<file path="config.mk">
export PLATFORM = sky130hd
export DESIGN_NAME = grid_path_backtracking_solver_flat
export DESIGN_NICKNAME = d
export VERILOG_FILES = /design/src/sv/gpbs_pkg.sv /design/src/sv/gpbs_ifs.sv /design/src/sv/gpbs_ram.sv /design/src/sv/gpbs_ctrl.sv /design/src/sv/gpbs_dp.sv /design/src/sv/grid_path_backtracking_solver.sv /design/src/flat_wrapper.sv
export VERILOG_INCLUDE_DIRS = /design/src /design/src/sv
export SDC_FILE = /design/constraint.sdc
export NUM_CORES = 1
export LEC_CHECK = 0
export ABC_CLOCK_PERIOD_IN_PS = 5910
export BUFFER_PORTS_ARGS = -buffer_cell sky130_fd_sc_hd__buf_4
export CAP_MARGIN = 10
export CORE_ASPECT_RATIO = 0.6
export CORE_MARGIN = 1.5
export CORE_UTILIZATION = 53
export DETAILED_ROUTE_END_ITERATION = 8
export GPL_ROUTABILITY_DRIVEN = 0
export GPL_TIMING_DRIVEN = 1
export HOLD_SLACK_MARGIN = 0.12
export PLACE_DENSITY = 0.7
export SYNTH_ARGS = -nofsm -noshare
export SYNTH_HDL_FRONTEND = slang
export SYNTH_HIERARCHICAL = 1
export SYNTH_SLANG_ARGS = --single-unit
</file>
<file path="constraint.sdc">
create_clock -name clock -period 5.91 [get_ports clock]
set_input_delay 1.773 -clock clock [delete_from_list [all_inputs] [get_ports clock]]
set_output_delay 1.773 -clock clock [all_outputs]
set_load 0.05 [all_outputs]
</file>
<file path="src/sv/grid_path_backtracking_solver_macros.svh">
// assertion macros shared by the solver rtl
// expects signals named clock and reset in the including scope
`ifndef GRID_PATH_BACKTRACKING_SOLVER_MACROS_SVH
`define GRID_PATH_BACKTRACKING_SOLVER_MACROS_SVH

// condition that must hold at every edge out of reset
`define GPBS_ASSERT_ALWAYS(label, expr, msg) \
   label: assert property (@(posedge clock) disable iff (reset) (expr)) else $error(msg);

// same-cycle implication
`define GPBS_ASSERT_SAME(label, ante, cons, msg) \
   label: assert property (@(posedge clock) disable iff (reset) (ante) |-> (cons)) else $error(msg);

// next-cycle implication
`define GPBS_ASSERT_NEXT(label, ante, cons, msg) \
   label: assert property (@(posedge clock) disable iff (reset) (ante) |=> (cons)) else $error(msg);

`endif

</file>
<file path="src/sv/gpbs_pkg.sv">
// shared types and constants of the grid path solver
// no dependencies
package gpbs_pkg;

   localparam int unsigned ROWS_DEF  = 8;
   localparam int unsigned COLS_DEF  = 16;
   localparam int unsigned ROW_IDX_W = 3;
   localparam int unsigned CELLS_W   = 16;
   localparam int unsigned LEN_W     = 5;

   typedef enum logic {
      CMD_LOAD  = 1'b0,
      CMD_SOLVE = 1'b1
   } op_type;

   // controller to datapath
   typedef struct packed {
      logic load_row;
      logic solve_init;
      logic push;
      logic mark_goal;
      logic pop;
      logic go_right;
      logic go_left;
      logic clr_mark;
      logic emit_rd;
      logic emit_ld;
      logic emit_next;
   } gpbs_cmd_type;

   // datapath to controller
   typedef struct packed {
      logic at_goal;
      logic can_push;
      logic depth_zero;
      logic move_right;
      logic emit_last;
   } gpbs_sts_type;

endpackage

</file>
<file path="src/sv/gpbs_ifs.sv">
// request and response channel interfaces of the grid path solver
// depends on gpbs_pkg
interface gpbs_req_if import gpbs_pkg::*; ();
   logic                 valid;
   logic                 ready;
   op_type               command;
   logic [ROW_IDX_W-1:0] row_index;
   logic [CELLS_W-1:0]   row_cells;

   modport source (output valid, command, row_index, row_cells, input ready);
   modport sink   (input valid, command, row_index, row_cells, output ready);
endinterface

interface gpbs_rsp_if import gpbs_pkg::*; ();
   logic                 valid;
   logic                 ready;
   logic                 found;
   logic [ROW_IDX_W-1:0] out_row;
   logic [CELLS_W-1:0]   path_bits;
   logic [LEN_W-1:0]     path_length;
   logic                 last_row;

   modport source (output valid, found, out_row, path_bits, path_length, last_row,
                   input ready);
   modport sink   (input valid, found, out_row, path_bits, path_length, last_row,
                   output ready);
endinterface

</file>
<file path="src/sv/gpbs_ram.sv">
// generic single write port ram with registered read
// no dependencies
module gpbs_ram #(
   parameter int unsigned WIDTH = 16,
   parameter int unsigned DEPTH = 8,
   localparam int unsigned AW   = (DEPTH > 1) ? $clog2(DEPTH) : 1
) (
   input  logic             clock,
   input  logic             wr_en,
   input  logic [AW-1:0]    wr_addr,
   input  logic [WIDTH-1:0] wr_data,
   input  logic [AW-1:0]    rd_addr,
   output logic [WIDTH-1:0] rd_data
);

   logic [WIDTH-1:0] mem_ff [DEPTH];
   logic [WIDTH-1:0] rd_data_ff;

   always_ff @(posedge clock) begin
      if (wr_en) begin
         mem_ff[wr_addr] <= wr_data;
      end
      rd_data_ff <= mem_ff[rd_addr];
   end

   assign rd_data = rd_data_ff;

endmodule

</file>
<file path="src/sv/gpbs_ctrl.sv">
// sequencer for loads, the depth-first walk and row emission
// depends on gpbs_pkg
module gpbs_ctrl import gpbs_pkg::*; (
   input  logic         clock,
   input  logic         reset,
   input  logic         req_valid,
   input  op_type       req_command,
   output logic         req_ready,
   output logic         rsp_valid,
   input  logic         rsp_ready,
   input  gpbs_sts_type sts,
   output gpbs_cmd_type cmd
);

   typedef enum logic [3:0] {
      S_IDLE,
      S_CHECK,
      S_OPEN,
      S_POP,
      S_POPD,
      S_CLR,
      S_EMIT_RD,
      S_EMIT_LD,
      S_EMIT_HOLD
   } state_type;

   state_type state_ff, state_in;
   logic      rsp_valid_ff, rsp_valid_in;

   always_comb begin
      cmd          = '0;
      state_in     = state_ff;
      rsp_valid_in = rsp_valid_ff;
      case (state_ff)
         S_IDLE: begin
            if (req_valid) begin
               if (req_command == CMD_LOAD) begin
                  cmd.load_row = 1'b1;
               end else begin
                  cmd.solve_init = 1'b1;
                  state_in       = S_CHECK;
               end
            end
         end
         // grid and path rows of the current cell are being read
         S_CHECK: state_in = S_OPEN;
         S_OPEN: begin
            if (sts.at_goal) begin
               cmd.mark_goal = 1'b1;
               state_in      = S_EMIT_RD;
            end else if (sts.can_push) begin
               cmd.push = 1'b1;
               state_in = S_CHECK;
            end else begin
               state_in = S_POP;
            end
         end
         S_POP: begin
            if (sts.depth_zero) begin
               state_in = S_EMIT_RD;
            end else begin
               cmd.pop  = 1'b1;
               state_in = S_POPD;
            end
         end
         S_POPD: begin
            if (!sts.move_right) begin
               cmd.go_right = 1'b1;
               state_in     = S_CHECK;
            end else begin
               cmd.go_left = 1'b1;
               state_in    = S_CLR;
            end
         end
         S_CLR: begin
            cmd.clr_mark = 1'b1;
            state_in     = S_POP;
         end
         S_EMIT_RD: begin
            cmd.emit_rd = 1'b1;
            state_in    = S_EMIT_LD;
         end
         S_EMIT_LD: begin
            cmd.emit_ld  = 1'b1;
            rsp_valid_in = 1'b1;
            state_in     = S_EMIT_HOLD;
         end
         S_EMIT_HOLD: begin
            if (rsp_ready) begin
               rsp_valid_in = 1'b0;
               if (sts.emit_last) begin
                  state_in = S_IDLE;
               end else begin
                  cmd.emit_next = 1'b1;
                  state_in      = S_EMIT_RD;
               end
            end
         end
         default: state_in = S_IDLE;
      endcase
   end

   always_ff @(posedge clock) begin
      if (reset) begin
         state_ff     <= S_IDLE;
         rsp_valid_ff <= 1'b0;
      end else begin
         state_ff     <= state_in;
         rsp_valid_ff <= rsp_valid_in;
      end
   end

   assign req_ready = (state_ff == S_IDLE);
   assign rsp_valid = rsp_valid_ff;

endmodule

</file>
<file path="src/sv/gpbs_dp.sv">
// datapath: grid, path and move stack rams, position, depth and output registers
// depends on gpbs_pkg and gpbs_ram
module gpbs_dp import gpbs_pkg::*; #(
   parameter int unsigned ROWS = ROWS_DEF,
   parameter int unsigned COLS = COLS_DEF
) (
   input  logic                 clock,
   input  logic                 reset,
   input  gpbs_cmd_type         cmd,
   output gpbs_sts_type         sts,
   input  logic [ROW_IDX_W-1:0] req_row_index,
   input  logic [CELLS_W-1:0]   req_row_cells,
   output logic                 rsp_found,
   output logic [ROW_IDX_W-1:0] rsp_out_row,
   output logic [CELLS_W-1:0]   rsp_path_bits,
   output logic [LEN_W-1:0]     rsp_path_length,
   output logic                 rsp_last_row
);

   localparam int unsigned SD  = ROWS + COLS - 1;
   localparam int unsigned AW  = $clog2(ROWS);
   localparam int unsigned CIW = $clog2(COLS);
   localparam int unsigned RW  = $clog2(ROWS + 1);
   localparam int unsigned CLW = $clog2(COLS + 1);
   localparam int unsigned DW  = $clog2(SD + 1);
   localparam int unsigned SAW = $clog2(SD);
   localparam int unsigned IXW = AW + ROW_IDX_W;

   logic [RW-1:0]  row_ff, row_in;
   logic [CLW-1:0] col_ff, col_in;
   logic [DW-1:0]  depth_ff, depth_in;
   logic [AW-1:0]  emit_ff, emit_in;
   logic           found_ff, found_in;
   logic [ROWS-1:0] grid_vld_ff, grid_vld_in;
   logic [ROWS-1:0] path_vld_ff, path_vld_in;
   logic           grid_rv_ff, path_rv_ff;

   logic                 found_o_ff;
   logic [ROW_IDX_W-1:0] out_row_ff;
   logic [CELLS_W-1:0]   path_bits_ff;
   logic [LEN_W-1:0]     path_length_ff;
   logic                 last_row_ff;

   logic [IXW-1:0]           idx_wide;
   logic                     load_ok;
   logic [COLS+CELLS_W-1:0]  cells_wide;
   logic [COLS-1:0]          col_bit;
   logic [COLS-1:0]          grid_rdata, path_rdata, grid_row, path_row;
   logic                     in_grid;
   logic [AW-1:0]            cur_addr, path_raddr;
   logic                     path_we;
   logic [COLS-1:0]          path_wdata;
   logic [DW-1:0]            depth_m1;
   logic                     stack_rdata;
   logic [DW+LEN_W-1:0]      len_wide;
   logic [IXW-1:0]           emit_wide;
   logic [COLS+CELLS_W-1:0]  path_wide;

   assign idx_wide   = IXW'(req_row_index);
   assign load_ok    = cmd.load_row && (idx_wide < IXW'(ROWS));
   assign cells_wide = (COLS + CELLS_W)'(req_row_cells);

   assign cur_addr   = row_ff[AW-1:0];
   assign col_bit    = {{(COLS - 1){1'b0}}, 1'b1} << col_ff[CIW-1:0];
   assign in_grid    = (row_ff < RW'(ROWS)) && (col_ff < CLW'(COLS));
   // rows never written since reset or this solve read as zero
   assign grid_row   = grid_rv_ff ? grid_rdata : '0;
   assign path_row   = path_rv_ff ? path_rdata : '0;

   assign path_raddr = cmd.emit_rd ? emit_ff : cur_addr;
   assign path_we    = cmd.push || cmd.mark_goal || cmd.clr_mark;
   assign path_wdata = cmd.clr_mark ? (path_row & ~col_bit) : (path_row | col_bit);
   assign depth_m1   = depth_ff - DW'(1);

   gpbs_ram #(.WIDTH(COLS), .DEPTH(ROWS)) u_grid_ram (
      .clock   (clock),
      .wr_en   (load_ok),
      .wr_addr (idx_wide[AW-1:0]),
      .wr_data (cells_wide[COLS-1:0]),
      .rd_addr (cur_addr),
      .rd_data (grid_rdata)
   );

   gpbs_ram #(.WIDTH(COLS), .DEPTH(ROWS)) u_path_ram (
      .clock   (clock),
      .wr_en   (path_we),
      .wr_addr (cur_addr),
      .wr_data (path_wdata),
      .rd_addr (path_raddr),
      .rd_data (path_rdata)
   );

   // 0 = step down, 1 = step right
   gpbs_ram #(.WIDTH(1), .DEPTH(SD)) u_stack_ram (
      .clock   (clock),
      .wr_en   (cmd.push || cmd.go_right),
      .wr_addr (depth_ff[SAW-1:0]),
      .wr_data (cmd.go_right),
      .rd_addr (depth_m1[SAW-1:0]),
      .rd_data (stack_rdata)
   );

   always_comb begin
      row_in      = row_ff;
      col_in      = col_ff;
      depth_in    = depth_ff;
      emit_in     = emit_ff;
      found_in    = found_ff;
      grid_vld_in = grid_vld_ff;
      path_vld_in = path_vld_ff;
      if (load_ok) begin
         grid_vld_in[idx_wide[AW-1:0]] = 1'b1;
      end
      if (path_we) begin
         path_vld_in[cur_addr] = 1'b1;
      end
      if (cmd.solve_init) begin
         row_in      = '0;
         col_in      = '0;
         depth_in    = '0;
         emit_in     = '0;
         found_in    = 1'b0;
         path_vld_in = '0;
      end
      if (cmd.push) begin
         depth_in = depth_ff + DW'(1);
         row_in   = row_ff + RW'(1);
      end
      if (cmd.mark_goal) begin
         found_in = 1'b1;
      end
      if (cmd.pop) begin
         depth_in = depth_m1;
      end
      if (cmd.go_right) begin
         row_in   = row_ff - RW'(1);
         col_in   = col_ff + CLW'(1);
         depth_in = depth_ff + DW'(1);
      end
      if (cmd.go_left) begin
         col_in = col_ff - CLW'(1);
      end
      if (cmd.emit_next) begin
         emit_in = emit_ff + AW'(1);
      end
   end

   always_ff @(posedge clock) begin
      if (reset) begin
         row_ff      <= '0;
         col_ff      <= '0;
         depth_ff    <= '0;
         emit_ff     <= '0;
         found_ff    <= 1'b0;
         grid_vld_ff <= '0;
         path_vld_ff <= '0;
         grid_rv_ff  <= 1'b0;
         path_rv_ff  <= 1'b0;
      end else begin
         row_ff      <= row_in;
         col_ff      <= col_in;
         depth_ff    <= depth_in;
         emit_ff     <= emit_in;
         found_ff    <= found_in;
         grid_vld_ff <= grid_vld_in;
         path_vld_ff <= path_vld_in;
         grid_rv_ff  <= grid_vld_ff[cur_addr];
         path_rv_ff  <= path_vld_ff[path_raddr];
      end
   end

   // path holds the stacked cells plus the goal
   assign len_wide  = (DW + LEN_W)'(depth_ff) + (DW + LEN_W)'(1);
   assign emit_wide = IXW'(emit_ff);
   assign path_wide = (COLS + CELLS_W)'(path_row);

   always_ff @(posedge clock) begin
      if (cmd.emit_ld) begin
         found_o_ff     <= found_ff;
         out_row_ff     <= emit_wide[ROW_IDX_W-1:0];
         path_bits_ff   <= found_ff ? path_wide[CELLS_W-1:0] : '0;
         path_length_ff <= found_ff ? len_wide[LEN_W-1:0] : '0;
         last_row_ff    <= (emit_ff == AW'(ROWS - 1));
      end
   end

   assign rsp_found       = found_o_ff;
   assign rsp_out_row     = out_row_ff;
   assign rsp_path_bits   = path_bits_ff;
   assign rsp_path_length = path_length_ff;
   assign rsp_last_row    = last_row_ff;

   assign sts.at_goal    = (row_ff == RW'(ROWS - 1)) && (col_ff == CLW'(COLS - 1));
   assign sts.can_push   = in_grid && (|(grid_row & col_bit)) && (depth_ff < DW'(SD));
   assign sts.depth_zero = (depth_ff == '0);
   assign sts.move_right = stack_rdata;
   assign sts.emit_last  = (emit_ff == AW'(ROWS - 1));

endmodule

</file>
<file path="src/sv/grid_path_backtracking_solver.sv">
// channel   dir  handshake      payload
// req_chan  in   valid/ready    command, row_index, row_cells
// rsp_chan  out  valid/ready    found, out_row, path_bits, path_length, last_row
//
// a load leaves the controller idle; loads may be accepted on consecutive cycles
// a solve steps forward via S_CHECK and S_OPEN, S_CHECK reading the path ram for its
// read-modify-write; a backtrack passes S_POP, S_POPD and, over a right move, S_CLR
// each result row passes S_EMIT_RD, S_EMIT_LD and S_EMIT_HOLD, which waits out any rsp stall;
// no input is taken meanwhile. reset clears the grid and path row valid bits at once, no clearing pass
//
// top level of the grid path solver; depends on gpbs_pkg, gpbs_ifs, gpbs_ctrl,
// gpbs_dp and the assertion macro header
`include "grid_path_backtracking_solver_macros.svh"

module grid_path_backtracking_solver import gpbs_pkg::*; #(
   parameter int unsigned ROWS = ROWS_DEF,
   parameter int unsigned COLS = COLS_DEF
) (
   input logic        clock,
   input logic        reset,
   gpbs_req_if.sink   req_chan,
   gpbs_rsp_if.source rsp_chan
);

   gpbs_cmd_type ctrl_cmd;
   gpbs_sts_type dp_sts;
   logic         solve_xfer;
   logic         last_xfer;
   logic         searching;

   gpbs_ctrl u_ctrl (
      .clock       (clock),
      .reset       (reset),
      .req_valid   (req_chan.valid),
      .req_command (req_chan.command),
      .req_ready   (req_chan.ready),
      .rsp_valid   (rsp_chan.valid),
      .rsp_ready   (rsp_chan.ready),
      .sts         (dp_sts),
      .cmd         (ctrl_cmd)
   );

   gpbs_dp #(.ROWS(ROWS), .COLS(COLS)) u_dp (
      .clock           (clock),
      .reset           (reset),
      .cmd             (ctrl_cmd),
      .sts             (dp_sts),
      .req_row_index   (req_chan.row_index),
      .req_row_cells   (req_chan.row_cells),
      .rsp_found       (rsp_chan.found),
      .rsp_out_row     (rsp_chan.out_row),
      .rsp_path_bits   (rsp_chan.path_bits),
      .rsp_path_length (rsp_chan.path_length),
      .rsp_last_row    (rsp_chan.last_row)
   );

   assign solve_xfer = req_chan.valid && req_chan.ready && (req_chan.command == CMD_SOLVE);
   assign last_xfer  = rsp_chan.valid && rsp_chan.ready && rsp_chan.last_row;
   assign searching  = !req_chan.ready && !rsp_chan.valid;

   `GPBS_ASSERT_ALWAYS(a_no_overlap, !(req_chan.ready && rsp_chan.valid), "ready during emission")
   `GPBS_ASSERT_NEXT(a_idle_after_last, last_xfer, req_chan.ready, "not idle after last row")
   `GPBS_ASSERT_SAME(a_push_not_goal, ctrl_cmd.push, !dp_sts.at_goal, "push from goal cell")
   `GPBS_ASSERT_NEXT(a_solve_starts, solve_xfer, searching, "solve did not start")

endmodule

</file>
<file path="src/flat_wrapper.sv">
// flat-port wrapper written by rule: the top's interface ports become plain ports
module grid_path_backtracking_solver_flat import gpbs_pkg::*;
#(
   parameter int unsigned ROWS = ROWS_DEF,
   parameter int unsigned COLS = COLS_DEF
)
  (clock, reset, req_chan_valid, req_chan_command, req_chan_row_index, req_chan_row_cells, req_chan_ready, rsp_chan_valid, rsp_chan_found, rsp_chan_out_row, rsp_chan_path_bits, rsp_chan_path_length, rsp_chan_last_row, rsp_chan_ready);
  gpbs_req_if req_chan_i ();
  gpbs_rsp_if rsp_chan_i ();
  input logic clock;
  input logic reset;
  input wire logic [$bits(req_chan_i.valid)-1:0] req_chan_valid;
  input wire logic [$bits(req_chan_i.command)-1:0] req_chan_command;
  input wire logic [$bits(req_chan_i.row_index)-1:0] req_chan_row_index;
  input wire logic [$bits(req_chan_i.row_cells)-1:0] req_chan_row_cells;
  output wire logic [$bits(req_chan_i.ready)-1:0] req_chan_ready;
  output wire logic [$bits(rsp_chan_i.valid)-1:0] rsp_chan_valid;
  output wire logic [$bits(rsp_chan_i.found)-1:0] rsp_chan_found;
  output wire logic [$bits(rsp_chan_i.out_row)-1:0] rsp_chan_out_row;
  output wire logic [$bits(rsp_chan_i.path_bits)-1:0] rsp_chan_path_bits;
  output wire logic [$bits(rsp_chan_i.path_length)-1:0] rsp_chan_path_length;
  output wire logic [$bits(rsp_chan_i.last_row)-1:0] rsp_chan_last_row;
  input wire logic [$bits(rsp_chan_i.ready)-1:0] rsp_chan_ready;
  assign req_chan_i.valid = req_chan_valid;
  assign req_chan_i.command = req_chan_command;
  assign req_chan_i.row_index = req_chan_row_index;
  assign req_chan_i.row_cells = req_chan_row_cells;
  assign req_chan_ready = req_chan_i.ready;
  assign rsp_chan_valid = rsp_chan_i.valid;
  assign rsp_chan_found = rsp_chan_i.found;
  assign rsp_chan_out_row = rsp_chan_i.out_row;
  assign rsp_chan_path_bits = rsp_chan_i.path_bits;
  assign rsp_chan_path_length = rsp_chan_i.path_length;
  assign rsp_chan_last_row = rsp_chan_i.last_row;
  assign rsp_chan_i.ready = rsp_chan_ready;
  grid_path_backtracking_solver #(.ROWS(ROWS), .COLS(COLS)) u_core (.clock(clock), .reset(reset), .req_chan(req_chan_i), .rsp_chan(rsp_chan_i));
endmodule
</file>
# == Word-level counts from Yosys, hierarchy flattened ==
# Memories as Yosys holds them, arrays and structs flattened. A register that Yosys moved wholly into a read port is not among the register bits.
# Index checks and enable logic that the tools add are counted.
# totals
regBits,67
latchBits,0
ram_bits,279
mem_bits_ro,0
input_bits,24
out_inout_bits,28
word_cells,140
n_memories,3
# op_classes
addsub,8
multipliers,0
n_div,0
n_lt_le_gt_ge,9
eq_ne,14
n_shift,1
mux,61
bitwise_logic,6
n_reduce_logical,22
# mem_list
name,words,width,rd,rd_ports_with_merged_regs,wr,line,text
u_core.u_dp.u_grid_ram.mem_ff,8,16,1,1,1,gpbs_ram.sv:16,logic [WIDTH-1:0] mem_ff [DEPTH];
u_core.u_dp.u_path_ram.mem_ff,8,16,1,1,1,gpbs_ram.sv:16,
u_core.u_dp.u_stack_ram.mem_ff,23,1,1,1,1,gpbs_ram.sv:16,
# ops
cell,count
2-to-1 mux 16 bit,3
case mux 4 bit (9 select lines),1
bitwise AND 16 bit,2
2-to-1 mux 5 bit,6
2-to-1 mux 1 bit,28
2-to-1 mux 4 bit,7
"equality test 4 x 3 -> 1 bit, second input constant",5
"less-than comparator 3 x 4 -> 1 bit, second input constant",4
NOT 16 bit,1
bitwise OR 16 bit,1
bitwise OR 8 bit,2
OR reduction 16 bit,1
"left shift 1 x 4 -> 16 bit, first input constant",1
"adder 5 x 1 -> 5 bit, second input constant",3
2-to-1 mux 3 bit,5
2-to-1 mux 2 bit,6
"less-than comparator 5 bit, second input constant",2
"subtractor 5 x 1 -> 5 bit, second input constant",2
"equality test 4 x 2 -> 1 bit, second input constant",2
logical AND 1 bit,7
binary-select mux 1 bit (select 3 bit),2
demux 1 bit (select 3 bit),2
"greater-or-equal comparator 3 x 1 -> 1 bit, second input constant",2
"!= test 2 bit, second input constant",3
other kinds (18),23

# == Depth between registers and ports, before layout ==
# depth
word_depth,12
depth_mapped,15
ltp_nobuf,13

# == By module ==
# Netlist, hierarchy kept.
# by_module_without_submodules
module,n_inst,cells_per_inst,area_each_um2,seq_area_each_um2
gpbs_ram at u_core.u_dp.u_grid_ram ...,2,214,5293.8,4164.0
gpbs_dp,1,363,3328.2,1501.4
gpbs_ram at u_core.u_dp.u_stack_ram,1,74,1084.8,710.7
gpbs_ctrl,1,56,440.4,100.1

# == Least setup slack after synthesis ==
# OpenSTA, ideal clock, no wires.
# synth_timing
path_type,input port to flip-flop
start,input req_chan_valid
end,memory u_core.u_dp.u_grid_ram.mem_ff[0][0] (enable)
setup_ps,409
arrival_time_ps,3399
t_required_ps,5501
slack_ps,2102
stages,4
path_buffers,0
cell_sequence,nand2_1 > nor2_1 > nand2b_1 > nor3_1
# synth_rtl
element,line,text
from (decl),flat_wrapper.sv:12,input wire logic [$bits(req_chan_i.valid)-1:0] req_chan_valid;
to (decl),gpbs_ram.sv:16,

# == Worst setup path in the final report ==
# layout_timing
start,register u_core.u_ctrl.state_ff[1]
end,output req_chan_ready
# layout_via
elab_chain_len,1
# layout_rtl
element,line,text
from (decl),gpbs_ctrl.sv:27,"state_type state_ff, state_in;"
from (signal assigned),gpbs_ctrl.sv:108,state_ff <= state_in;
zero test 4 bit,gpbs_ctrl.sv:113,assign req_ready = (state_ff == S_IDLE);
to (decl),flat_wrapper.sv:16,output wire logic [$bits(req_chan_i.ready)-1:0] req_chan_ready;
# Every way passes these cells.

==> run metrics <==
combinational share of power=roughly 2.0%; Peak VDD IR=0.262 mV; LEAKAGE=6.18 nW; min-delay worst type=reg2reg; FF-to-FF End=u_core/u_dp/u_stack_ram/mem_ff[16]; initial antenna violation count=0; DR WL/cell=between 20 and 25 µm; PwrDens=310 mW/mm²; CP max FO=15; R2R depth=13; P_int=between 4 and 5 mW; commonest non-fill, non-tap cells in the layout=edfxtp_1, nor2_1, buf_4, dfxtp_1, mux4_1; floorplan core area=0.0287 mm²; Worst Setup Start Kind=flip-flop; post-cts sizing count=0; detailed placer's ending HPWL=19000 µm; Post-Syn Area=0.0154 mm²; Tightest Pin Transition=1.16 ns; via count=8226; post-CTS setup buffer count=0; status=finished, final reports clean; cell depth of the worst hold path=2; WP data arrival=1.79 ns; setup_tns=0 ns; Fmax achieved=280 MHz; die area=0.0302 mm²; CP endpoint kind=primary output; H-tree depth=2; Die Wd=223 µm; Clock transition at path regs=around 0.06 ns; Slew Limit Fails=0; endpoints failing setup=0; vias in the first global route=7912; Post-synth EDFFs=305; required time worst endpoint=4.14 ns; CTS Hold Bufs=0; first-pass GRT wire length=between 40000 and 50000 µm; Rel. slew slack=22.7%; post-synth top area share=59.3%; Hold Path End=u_core/u_dp/col_ff[4]; TritonCTS clock tree=yes; drt pass-1 iters=5; Critical R2R Launch=u_core/u_dp/col_ff[1]; # IOs=52; RSZ-0062 raised after global routing=no; Chip Height=135 µm; cell taking the most area after synthesis=edfxtp_1; Final period util=60.4%; Area contributors post-synth=edfxtp_1, mux4_1, dfxtp_1; Net Count, Synth=959; most common cell after layout, fill and taps aside=edfxtp_1; Hold Fails Final Rpt=0; Iter 0 DRT Violations=819; clk_skew=0.0171 ns; CTS buffer count=36; Net Sw Frac=19.5%; Starting Density=53.8%; Sw Pwr=1.06 mW; # DRC=0; average size of a mapped cell=roughly 17 µm²; Seq/Total Area, Yosys=68.9%; share of async-settable or async-resettable flops after synthesis=0%; P&R area growth vs syn=13.2%; cells after synthesis=921; largest net degree at the start of global routing=48; nets@finish=around 1000; grt total ovfl=0; Vias/cell=5.92; # rows=48; Num Clock Sinks=approximately 380; Root Driver=clkbuf_16; Hold Path Origin=u_core/u_dp/col_ff[4]; MaxCap Viol Count=0; post-synthesis cell type count=63; minimum clock period=around 3.6 ns; sequential power share=53.3%; internal reg-to-reg setup slack=2.39 ns; DRT antenna net count=0; yosys warns=6; Clock Latency Late Sink=0.53 ns; ys flop type=edfxtp_1; type of the worst setup path=reg2out; Seq cells post-synth=between 300 and 400; layout cells sized above 1=19.1%; Non-Filler Instances=roughly 1400; Clk network pwr share=44.7%; Inst Count DP=1323; clock tree buffer depth=3; Antenna Cells=0; GRT Total Usage=20.6%; # port buffers=51; final WL=30100 µm
## Yosys cell counts (3+ instances only)
| cell type | instances |
|---|---|
| o31ai_1 | 3 |
| and3_1 | 23 |
| a31oi_1 | 12 |
| edfxtp_1 | 305 |
| nor3b_1 | 7 |
| nor2b_1 | 8 |
| buf_2 | 13 |
| ha_1 | 14 |
| dfxtp_1 | 74 |
| mux2_2 | 34 |
| clkbuf_1 | 11 |
| buf_6 | 10 |
| a21oi_1 | 27 |
| buf_1 | 13 |
| nand3b_1 | 6 |
| mux2i_1 | 8 |
| nor3_1 | 13 |
| nand3_1 | 15 |
| and2_1 | 5 |
| nor2_1 | 80 |
| nand2b_1 | 9 |
| o21ai_0 | 21 |
| a211oi_1 | 7 |
| mux4_1 | 62 |
| xor2_1 | 6 |
| o211ai_1 | 4 |
| a22oi_1 | 7 |
| nand2_1 | 38 |
| mux4_2 | 11 |
| inv_1 | 24 |
| or3b_2 | 3 |
| o21a_1 | 3 |
## how the worst max path moves through the flow
| stage | start | end | slack [ns] |
|---|---|---|---|
| after detailed placement | req_chan_valid | u_core/u_dp/u_grid_ram/mem_ff[6][12] | 2.40 |
| final | u_core/u_ctrl/state_ff[1] | req_chan_ready | 2.34 |
| after global placement | req_chan_valid | u_core/u_dp/u_grid_ram/mem_ff[0][12] | 2.45 |
| after global routing | u_core/u_dp/col_ff[1] | u_core/u_dp/u_stack_ram/mem_ff[4] | 2.00 |
| after floorplan | req_chan_valid | u_core/u_dp/u_grid_ram/mem_ff[0][0] | 2.10 |
| after CTS | u_core/u_ctrl/state_ff[1] | req_chan_ready | 2.33 |
## power groups by stage
stage                     Combinational, mW  Sequential [mW]  Clock, mW
after floorplan                      0.0699             2.94          0
after global placement                0.109             2.95          0
after detailed placement              0.111             2.95          0
after CTS                             0.112             2.89       2.47
after global routing                  0.122             2.89       2.56
final                                 0.111             2.89       2.42
## final cells by class
cell class,count,area [µm²]
repair buffers,77,578
multi-input cells,468,4460
flip-flops and latches,379,10600
inverters,24,90.1
well taps,375,469
clock inverters,13,211
fillers,2047,11200
clock buffers,53,1040
## routing by layer
metal	up-vias	part of all wire, %	global-route usage [%]
met4	0	1.4	4.88
met5	-	0	0
li1	3774	-	-
met1	4176	50	33.2
met2	242	43	29.7
met3	34	5.5	3.25
## kinds of logic (layout without fill, tap and decap cells)
kind of cell / Yosys count / in the layout / share of synthesized area (%)
AOI/OAI and AO/OA: 106 / 106 / 4.51
buffers and inverters: 74 / 167 / 2.43
DFF: 379 / 379 / 68.9
muxes: 115 / 115 / 15.2
adders and majority gates: 14 / 14 / 1.13
xor gates and xnor gates: 8 / 8 / 0.454
and+or+nand+nor: 225 / 225 / 7.41
## metrics by stage
step                      cell area [µm²]  total power [mW]  hold slack, ns  setup slack [ns]  util (%)
after floorplan                     15400              3.01           0.428              2.10         -
after global placement              16200              3.06           0.440              2.45      56.6
after detailed placement            16200              3.06           0.450              2.40      56.6
after CTS                           17500              5.47           0.460              2.33      60.9
after global routing                17500              5.58           0.490              2.00      60.9
final                               17500              5.43           0.461              2.34      60.9
## flip-flops by register name, indices dropped and copies added (netlist names), 5 cells and up
register and count:
u_core/u_dp/u_path_ram/mem_ff 128, u_core/u_dp/depth_ff 5, u_core/u_dp/u_path_ram/rd_data 16, u_core/u_dp/u_stack_ram/mem_ff 23
u_core/u_dp/col_ff 5, u_core/u_dp/u_grid_ram/rd_data 16, u_core/u_dp/rsp_path_length 5, u_core/u_dp/u_grid_ram/mem_ff 128
u_core/u_dp/path_vld_ff 8, u_core/u_dp/rsp_path_bits 16, u_core/u_dp/grid_vld_ff 8
## critical path: stages (launching register included)
cell and delay, ns:
dfxtp_1 0.45, nor4_2 0.53, buf_4 0.29
No activity file was read; power rests on OpenSTA's default activity.
